==> config.mk <==
export PLATFORM = sky130hd
export DESIGN_NAME = ordered_list_engine_top
export DESIGN_NICKNAME = d
export VERILOG_FILES = /design/src/olist_pkg.sv /design/src/olist_ctrl.sv /design/src/olist_dp.sv /design/src/ordered_list_engine_top.sv
export SDC_FILE = /design/constraint.sdc
export NUM_CORES = 2
export LEC_CHECK = 0
export BUFFER_PORTS_ARGS = -buffer_cell sky130_fd_sc_hd__buf_4
export CAP_MARGIN = 20
export CELL_PAD_IN_SITES_DETAIL_PLACEMENT = 1
export CELL_PAD_IN_SITES_GLOBAL_PLACEMENT = 1
export CORE_ASPECT_RATIO = 0.7
export CORE_UTILIZATION = 47
export CTS_CLUSTER_SIZE = 30
export DETAILED_ROUTE_END_ITERATION = 10
export PLACE_DENSITY = 0.8
export SLEW_MARGIN = 40
export SYNTH_ARGS = -nofsm -noshare
export SYNTH_HDL_FRONTEND = slang
export SYNTH_SLANG_ARGS = --single-unit
==> constraint.sdc <==
create_clock -name clk -period 7.3 [get_ports clk]
set_clock_uncertainty 0.15 [all_clocks]
set_input_delay 0 -clock clk [delete_from_list [all_inputs] [get_ports clk]]
set_output_delay 0 -clock clk [all_outputs]
set_load 0.005 [all_outputs]
==> src/olist_pkg.sv <==
// Shared constants, types and codes for the ordered list engine.
`default_nettype none
package olist_pkg;

	localparam int CAPACITY = 16;
	localparam int VAL_W    = 32;
	localparam int POS_W    = 4;
	localparam int OP_W     = 3;
	localparam int STAT_W   = 2;
	localparam int CNT_OUT_W = 5;
	localparam int CNT_W    = $clog2(CAPACITY + 1);
	localparam int IDX_W    = $clog2(CAPACITY);
	localparam int CMP_W    = (CNT_W > POS_W) ? CNT_W : POS_W;

	typedef enum logic [OP_W-1:0] {
		OP_READ       = 3'd0,
		OP_FIND       = 3'd1,
		OP_INSERT     = 3'd2,
		OP_DELETE     = 3'd3,
		OP_PUSH_FRONT = 3'd4,
		OP_PUSH_BACK  = 3'd5
	} op_t;

	typedef enum logic [STAT_W-1:0] {
		ST_OK       = 2'd0,
		ST_FULL     = 2'd1,
		ST_RANGE    = 2'd2,
		ST_NOTFOUND = 2'd3
	} status_t;

	typedef struct packed {
		logic exec;
	} cmd_t;

endpackage
`default_nettype wire

==> src/olist_ctrl.sv <==
// Controller: request handshake and result register occupancy.
`default_nettype none
module olist_ctrl
	import olist_pkg::*;
(
	input  wire logic clk,
	input  wire logic arst_n,
	input  wire logic in_valid,
	output logic      in_ready,
	output logic      out_valid,
	input  wire logic out_ready,
	output cmd_t      cmd
);

	typedef enum logic {
		S_EMPTY,
		S_HOLD
	} state_t;

	state_t state_q;
	logic   out_valid_q;
	logic   accept;

	assign in_ready  = (state_q == S_EMPTY) || out_ready;
	assign accept    = in_valid && in_ready;
	assign cmd.exec  = accept;
	assign out_valid = out_valid_q;

	always_ff @(posedge clk or negedge arst_n) begin
		if (!arst_n) begin
			state_q     <= S_EMPTY;
			out_valid_q <= 1'b0;
		end else begin
			case (state_q)
				S_EMPTY: begin
					if (accept) begin
						state_q     <= S_HOLD;
						out_valid_q <= 1'b1;
					end
				end
				S_HOLD: begin
					if (accept) begin
						state_q     <= S_HOLD;
						out_valid_q <= 1'b1;
					end else if (out_ready) begin
						state_q     <= S_EMPTY;
						out_valid_q <= 1'b0;
					end
				end
				default: begin
					state_q     <= S_EMPTY;
					out_valid_q <= 1'b0;
				end
			endcase
		end
	end

	a_accept_gives_result: assert property (@(posedge clk) disable iff (!arst_n)
		accept |=> out_valid)
		else $error("accepted request gave no result");

	a_stall_blocks_input: assert property (@(posedge clk) disable iff (!arst_n)
		(out_valid && !out_ready) |-> !in_ready)
		else $error("request taken while result stalled");

	a_valid_tracks_state: assert property (@(posedge clk) disable iff (!arst_n)
		out_valid_q == (state_q == S_HOLD))
		else $error("result valid disagrees with state");

endmodule
`default_nettype wire

==> src/olist_dp.sv <==
// Datapath: shifting entry cells, parallel search and result registers.
`default_nettype none
module olist_dp
	import olist_pkg::*;
(
	input  wire logic              clk,
	input  wire logic              arst_n,
	input  wire cmd_t              cmd,
	input  wire logic [OP_W-1:0]   op,
	input  wire logic [POS_W-1:0]  position,
	input  wire logic signed [VAL_W-1:0] value,
	output logic signed [VAL_W-1:0] read_value,
	output logic [POS_W-1:0]       found_position,
	output logic [STAT_W-1:0]      status,
	output logic [CNT_OUT_W-1:0]   count,
	output logic                   empty_res
);

	logic [VAL_W-1:0]  entries_q [CAPACITY];
	logic [VAL_W-1:0]  entries_nxt [CAPACITY];
	logic [CNT_W-1:0]  entry_count_q;
	logic [CNT_W-1:0]  count_nxt;
	logic [CMP_W-1:0]  pos_c;
	logic [CMP_W-1:0]  cnt_c;
	logic [CNT_W-1:0]  at;
	logic              full;
	logic              hit;
	logic [IDX_W-1:0]  hit_idx;
	logic              do_ins;
	logic              do_del;
	logic [VAL_W-1:0]  rd;
	logic [POS_W-1:0]  fp;
	status_t           st;

	logic signed [VAL_W-1:0] read_value_q;
	logic [POS_W-1:0]        found_q;
	status_t                 status_q;
	logic [CNT_OUT_W-1:0]    count_q;
	logic                    empty_q;

	always_comb begin
		pos_c   = CMP_W'(position);
		cnt_c   = CMP_W'(entry_count_q);
		full    = entry_count_q == CNT_W'(CAPACITY);
		hit     = 1'b0;
		hit_idx = '0;
		// scan from the top so the lowest match wins
		for (int i = CAPACITY - 1; i >= 0; i--) begin
			if ((CNT_W'(i) < entry_count_q) && (entries_q[i] == value)) begin
				hit     = 1'b1;
				hit_idx = IDX_W'(i);
			end
		end
		do_ins = 1'b0;
		do_del = 1'b0;
		at     = '0;
		rd     = '0;
		fp     = '0;
		st     = ST_OK;
		case (op_t'(op))
			OP_READ: begin
				if (pos_c < cnt_c) rd = entries_q[IDX_W'(position)];
				else st = ST_RANGE;
			end
			OP_FIND: begin
				if (hit) fp = POS_W'(hit_idx);
				else st = ST_NOTFOUND;
			end
			OP_INSERT: begin
				if (full) st = ST_FULL;
				else if (pos_c > cnt_c) st = ST_RANGE;
				else begin
					do_ins = 1'b1;
					at     = CNT_W'(pos_c);
				end
			end
			OP_DELETE: begin
				if (pos_c >= cnt_c) st = ST_RANGE;
				else begin
					do_del = 1'b1;
					at     = CNT_W'(pos_c);
				end
			end
			OP_PUSH_FRONT: begin
				if (full) st = ST_FULL;
				else do_ins = 1'b1;
			end
			OP_PUSH_BACK: begin
				if (full) st = ST_FULL;
				else begin
					do_ins = 1'b1;
					at     = entry_count_q;
				end
			end
			default: begin
				st = ST_OK;
			end
		endcase

		count_nxt = entry_count_q;
		if (do_ins) count_nxt = entry_count_q + 1'b1;
		else if (do_del) count_nxt = entry_count_q - 1'b1;

		for (int i = 0; i < CAPACITY; i++) begin
			entries_nxt[i] = entries_q[i];
			if (do_ins) begin
				if (CNT_W'(i) == at) entries_nxt[i] = value;
				else if (CNT_W'(i) > at) entries_nxt[i] = entries_q[(i > 0) ? i - 1 : 0];
			end else if (do_del) begin
				if ((CNT_W'(i) >= at) && (i < CAPACITY - 1))
					entries_nxt[i] = entries_q[(i < CAPACITY - 1) ? i + 1 : i];
			end
		end
	end

	always_ff @(posedge clk or negedge arst_n) begin
		if (!arst_n) begin
			entry_count_q <= '0;
		end else if (cmd.exec) begin
			entry_count_q <= count_nxt;
		end
	end

	always_ff @(posedge clk) begin
		if (cmd.exec) begin
			for (int i = 0; i < CAPACITY; i++) entries_q[i] <= entries_nxt[i];
			read_value_q <= rd;
			found_q      <= fp;
			status_q     <= st;
			count_q      <= CNT_OUT_W'(count_nxt);
			empty_q      <= count_nxt == '0;
		end
	end

	assign read_value     = read_value_q;
	assign found_position = found_q;
	assign status         = status_q;
	assign count          = count_q;
	assign empty_res      = empty_q;

	a_count_bounded: assert property (@(posedge clk) disable iff (!arst_n)
		entry_count_q <= CNT_W'(CAPACITY))
		else $error("entry count above capacity");

	a_push_grows: assert property (@(posedge clk) disable iff (!arst_n)
		(cmd.exec && !full && (op_t'(op) == OP_PUSH_BACK)) |=>
		(entry_count_q == CNT_W'($past(entry_count_q) + 1'b1)))
		else $error("push did not grow the list");

	a_empty_matches: assert property (@(posedge clk) disable iff (!arst_n)
		cmd.exec |=> (empty_q == (entry_count_q == '0)))
		else $error("empty flag disagrees with count");

endmodule
`default_nettype wire

==> src/ordered_list_engine_top.sv <==
// Ordered list engine: top level joining controller and datapath.
//
// A fixed-capacity ordered list of signed 32-bit entries. Each request on
// the input channel (in_valid/in_ready with op, position, value) does one
// op: read, find, insert at, delete at, push front or push back. Each
// request gives exactly one result on the output channel (out_valid/
// out_ready with read_value, found_position, status, count, empty_res).
// The result is registered: valid in the cycle after the request is taken.
// Throughput: one request per cycle while results are taken; every op,
// shifts and search included, is a parallel compare and register cell update.
// The result register frees itself in the cycle it is taken, so a new
// request enters while the previous result is being read.
// When the receiver stalls, the result holds and in_ready drops until it
// is taken. Reset empties the list (count zero) and clears the result
// valid; entry contents are not cleared and are never read before written.
`default_nettype none
module ordered_list_engine_top
	import olist_pkg::*;
(
	input  wire logic                    clk,
	input  wire logic                    arst_n,
	input  wire logic                    in_valid,
	output logic                         in_ready,
	input  wire logic [OP_W-1:0]         op,
	input  wire logic [POS_W-1:0]        position,
	input  wire logic signed [VAL_W-1:0] value,
	output logic                         out_valid,
	input  wire logic                    out_ready,
	output logic signed [VAL_W-1:0]      read_value,
	output logic [POS_W-1:0]             found_position,
	output logic [STAT_W-1:0]            status,
	output logic [CNT_OUT_W-1:0]         count,
	output logic                         empty_res
);

	cmd_t cmd;

	olist_ctrl u_ctrl (
		.clk       (clk),
		.arst_n    (arst_n),
		.in_valid  (in_valid),
		.in_ready  (in_ready),
		.out_valid (out_valid),
		.out_ready (out_ready),
		.cmd       (cmd)
	);

	olist_dp u_dp (
		.clk            (clk),
		.arst_n         (arst_n),
		.cmd            (cmd),
		.op             (op),
		.position       (position),
		.value          (value),
		.read_value     (read_value),
		.found_position (found_position),
		.status         (status),
		.count          (count),
		.empty_res      (empty_res)
	);

endmodule
`default_nettype wire
Word level (Yosys, flattened, before mapping)
Memory sizes are Yosys's and may differ from the RTL's. A register that Yosys moved wholly into a read port is not among the register bits. Index checks and enable logic that the tools add are counted. W data, S select, Z words.

Word-level logic and storage cells: 270. RAM bits: 512. Register bits: 19. Memories: 1. Output and inout port bits: 46.

Reduce and logical (&&, ||, !) cells: 29. Equal/unequal tests: 39. Magnitude comparators: 49. Add/sub/neg operators: 2. Bitwise operators: 3. Mux-type cells: 137.

Memory list: u_dp.entries_q (words 16, bits a word 32, rd ports 17, clocked after memory_dff 1, wr ports 16, line olist_dp.sv:19) `logic [VAL_W-1:0] entries_q [CAPACITY];`.

Operators with widths (count): $mux W32 (77); $eq A32 B32 Y1 (16); $eq A4 B5 Y1 const A (8); $gt A4 B5 Y1 const A (8); $lt A4 B5 Y1 const A (8); $mux W4 (10); $ge A4 B5 Y1 const A (7); $mux W1 (30); $eq A3 B5 Y1 const A (4); $ge A3 B5 Y1 const A (4); $gt A3 B5 Y1 const A (4); $lt A3 B5 Y1 const A (4); $mux W5 (4); $logic_and A1 B1 Y1 (17); $pmux W5 S3 (1); $mux W2 (7); $mux W3 (4); $eq A2 B5 Y1 const A (2); $ge A1 B5 Y1 const A (2); $ge A2 B5 Y1 const A (2); $gt A2 B5 Y1 const A (2); $logic_not A5 Y1 (2); $lt A1 B5 Y1 const A (2); $lt A2 B5 Y1 const A (2); other kinds (25) (32).

Depth between registers and ports, before layout
An unclocked memory read counts as a cell.

Depth in word-level cells: 21. Gate-level depth with buffers: 17.

By module
A second synthesis with hierarchy kept.

Cells, all modules: 3664. Area, all modules: 38156.6 sq um.

By module, submodules not included: olist_dp (sequential area each 16821.1 sq um, area an instance 38064.0 sq um, cells an instance 3657, instances 1); olist_ctrl (sequential area each 50.0 sq um, area an instance 92.6 sq um, cells an instance 7, instances 1).

Worst setup path after synthesis
No wires, ideal clock.

Kind: input -> register. Start: in position[0]. End: mem u_dp.entries_q[0][0], enable pin. Buffers on the path: 5. Library setup time: 0.421 ns. Setup slack: 0.176 ns. Required time: 6.729 ns. Arrival time: 6.553 ns. Stages: 14. Path through: clkbuf_1 -> buf_2 -> buf_2 -> buf_1 -> inv_1 -> ha_1 -> a21oi_1 -> and2_1 -> buf_6 -> o31a_1 -> nand2_1 -> nor3_1 -> nand2_1 -> nor2_1.

RTL lines: start: declaration (line ordered_list_engine_top.sv:25) `input wire logic [POS_W-1:0] position,`; end: declaration (line olist_dp.sv:19).

==> metrics.txt <==
Startpoint Class=flip-flop; # clock sinks=563; die width=around 340 µm; Cell Area, Synth=38200 µm²; H-Tree Depth=2; RSZ-0062 raised after global routing=no; Final period util=81.6%; CP Cell Sequence=clkinv_1, ha_1, and4b_1, a21oi_1, and2_1, o31a_1, nand2_1, nor3_2, buf_4, nand2_1, inv_1, buf_4; CP Class=flip-flop to flip-flop; number of synthesized flops with an enable pin=556; worst rel slew slack=29.5%; antenna-violating nets left=0; deepest clock path buffer count=3; Main synth FF type=edfxtp_1; total setup buffers inserted after CTS=0; register area=16900 µm²; final net count=3498; leakage=roughly 15 nW; Die ar.=82500 µm²; most instantiated cells after synthesis=nand2_1, edfxtp_1, mux2i_1; fillcell total=8522; final setup violation count=0; synthesized instance count=3536; Fmax=168 MHz; Worst Tran Pin Value=1.06 ns; Hold Path Class=input port to flip-flop; vias in the first global route=29852; Post-Syn Nets=3586; mean routed wirelength per cell=34.2 µm; Synth async-reset ratio=1.24%; post-synth top area share=a little over two fifths; most common cell in the netlist=nand2_1; minimum clock period=just under 6 ns; post-synth top area cell=edfxtp_1; cts bufs inserted=60; CP Max Fanout=33; status=completed; GRT Total Usage=37.3%; clock latency at the later pin of the worst-skew pair=0.68 ns; DR pass1 iterations=6; first-pass GRT wire length=around 220000 µm; DRC viols=0; crit path capture type=flip-flop; Pwr per Cell Area=265 nW/µm²; placed insts=4404; register area share after synthesis=~44%; final wirelength=156000 µm; Seq cells post-synth=around 560; worst endpoint required time=7.50 ns; largest net degree at the start of global routing=214; post-cts resize count=0; synth unique cells=62; Via density=6.90; Yosys warning count=0; final hold vios=0; Syn Area/Cell=10.8 µm²; Worst-path clk slew=0.07 ns; Max Slew Vio Count=0; CTS tree=yes; top post-synthesis cells by area=edfxtp_1, mux2i_1, xnor2_1, mux4_2, nand2_1; PortBufs=88; IO Pins=89; row cnt=87; area of the multi-input gates=20000 µm²; setup TNS=0 ns; initial antenna violation count=12; initial core utilization=47.5%; Layout Cells excl Fill=~4600; CP max stage delay=0.74 ns; GP Congestion=between 1 and 1.5; Die H=241 µm; quantity of hold-fixing buffers added after cts=45; DP HPWL=110000 µm; WP data arrival=roughly 6 ns; Max VDD drop=0.184 mV; layout cells sized above 1=around an eighth; grt total ovfl=0; CTS root buffer=clkbuf_16; DR vias=between 30000 and 40000; area grow syn2layout=10.3%; First DRT Iteration DRCs=approximately 5300; Worst path slowest cell=inv_1; number of max-cap violations=0; final core utilization=52.4%; core area=80600 µm²
[cells in the final DEF (no fill, tap or decap), types with 103 or more instances in the layout]
| cell type | instances |
|---|---|
| buf_4 | 129 |
| edfxtp_1 | 556 |
| mux2i_1 | 449 |
| mux4_2 | 128 |
| nand2_1 | 579 |
| nand4_1 | 103 |
| o21ai_0 | 300 |
| o21ai_1 | 125 |
| xnor2_1 | 380 |
| xor2_1 | 136 |
[final cells by class]
| type | instances | area share (%) |
|---|---|---|
| diodes | 2 | 0.0119 |
| repair buffers | 195 | 4.29 |
| multi-input cells | 2613 | 47.4 |
| inverters | 15 | 0.136 |
| clock inverters | 45 | 1.30 |
| clock buffers | 66 | 3.66 |
| well taps | 1068 | 3.17 |
| flip-flops and latches | 563 | 40.0 |
[metal layers]
| layer | routed length (µm) | vias up | part of all wire, % | global-route usage [%] |
|---|---|---|---|---|
| li1 | - | 12747 | - | - |
| met1 | 62000 | 16046 | 40 | 52.9 |
| met2 | 64100 | 2396 | 41 | 52.3 |
| met3 | 25100 | 294 | 16 | 15.1 |
| met4 | 4770 | 14 | 3.1 | 9.62 |
| met5 | 81 | - | 0.052 | 0 |
[final timing paths]
kind	cells past startpoint	start	slack, ns	to
min in group asynchronous	3	arst_n	0.18	u_ctrl.out_valid
min reg2reg	1	u_ctrl.state_q	0.29	u_ctrl.out_valid
max in group asynchronous	3	arst_n	6.55	u_dp.cnt_c[3]
max	12	u_dp.cnt_c[2]	1.34	u_dp.entries_q[1][4]
min	4	in_valid	0.02	u_ctrl.out_valid
max reg2reg	12	u_dp.cnt_c[2]	1.34	u_dp.entries_q[1][4]
[worst max-delay path, delay by kind of cell (launching register included)]
kind | cells | cell delay, ns
AND/OR/NAND/NOR | 5 | 1.68
buffers and inverters | 4 | 2.15
AO/OA/AOI/OAI | 2 | 0.59
adder cells (fa/ha/maj) | 1 | 0.45
flip-flops | 1 | 0.58
[sequential cells by signal, indices dropped and copies added (netlist names), 2 cells and up]
| signal | count |
|---|---|
| u_dp.status | 2 |
| u_dp.entries_q | 512 |
| u_dp.read_value | 32 |
| u_dp.count | 5 |
| u_dp.cnt_c | 5 |
| u_dp.found_position | 4 |
[kinds of logic after synthesis]
kind of cell / synth area share (%)
flip-flops: 44.1
multiplexers: 20.2
AND/OR/NAND/NOR: 10.7
XOR/XNOR: 11.9
AO/OA/AOI/OAI: 8.52
buffers and inverters: 4.36
adder cells (fa/ha/maj): 0.229
[stage by stage]
step	hold WS [ns]	power [mW]	setup WS [ns]	instance area (µm²)
after floorplan	-0.446	6.40	0.176	38200
after global placement	-0.329	7.41	1.88	39300
after detailed placement	-0.327	7.57	1.56	39500
after CTS	0.00400	11.0	1.48	42000
after global routing	0.0720	11.4	1.17	42200
final	0.0180	11.2	1.34	42200
[where the power goes]
group / internal [mW] / total [mW] / switching [mW]
registers: 4.11 / 4.60 / 0.487
logic: 1.05 / 3.14 / 2.09
clock network: 1.98 / 3.44 / 1.46
No activity file was read; power rests on OpenSTA's default activity.
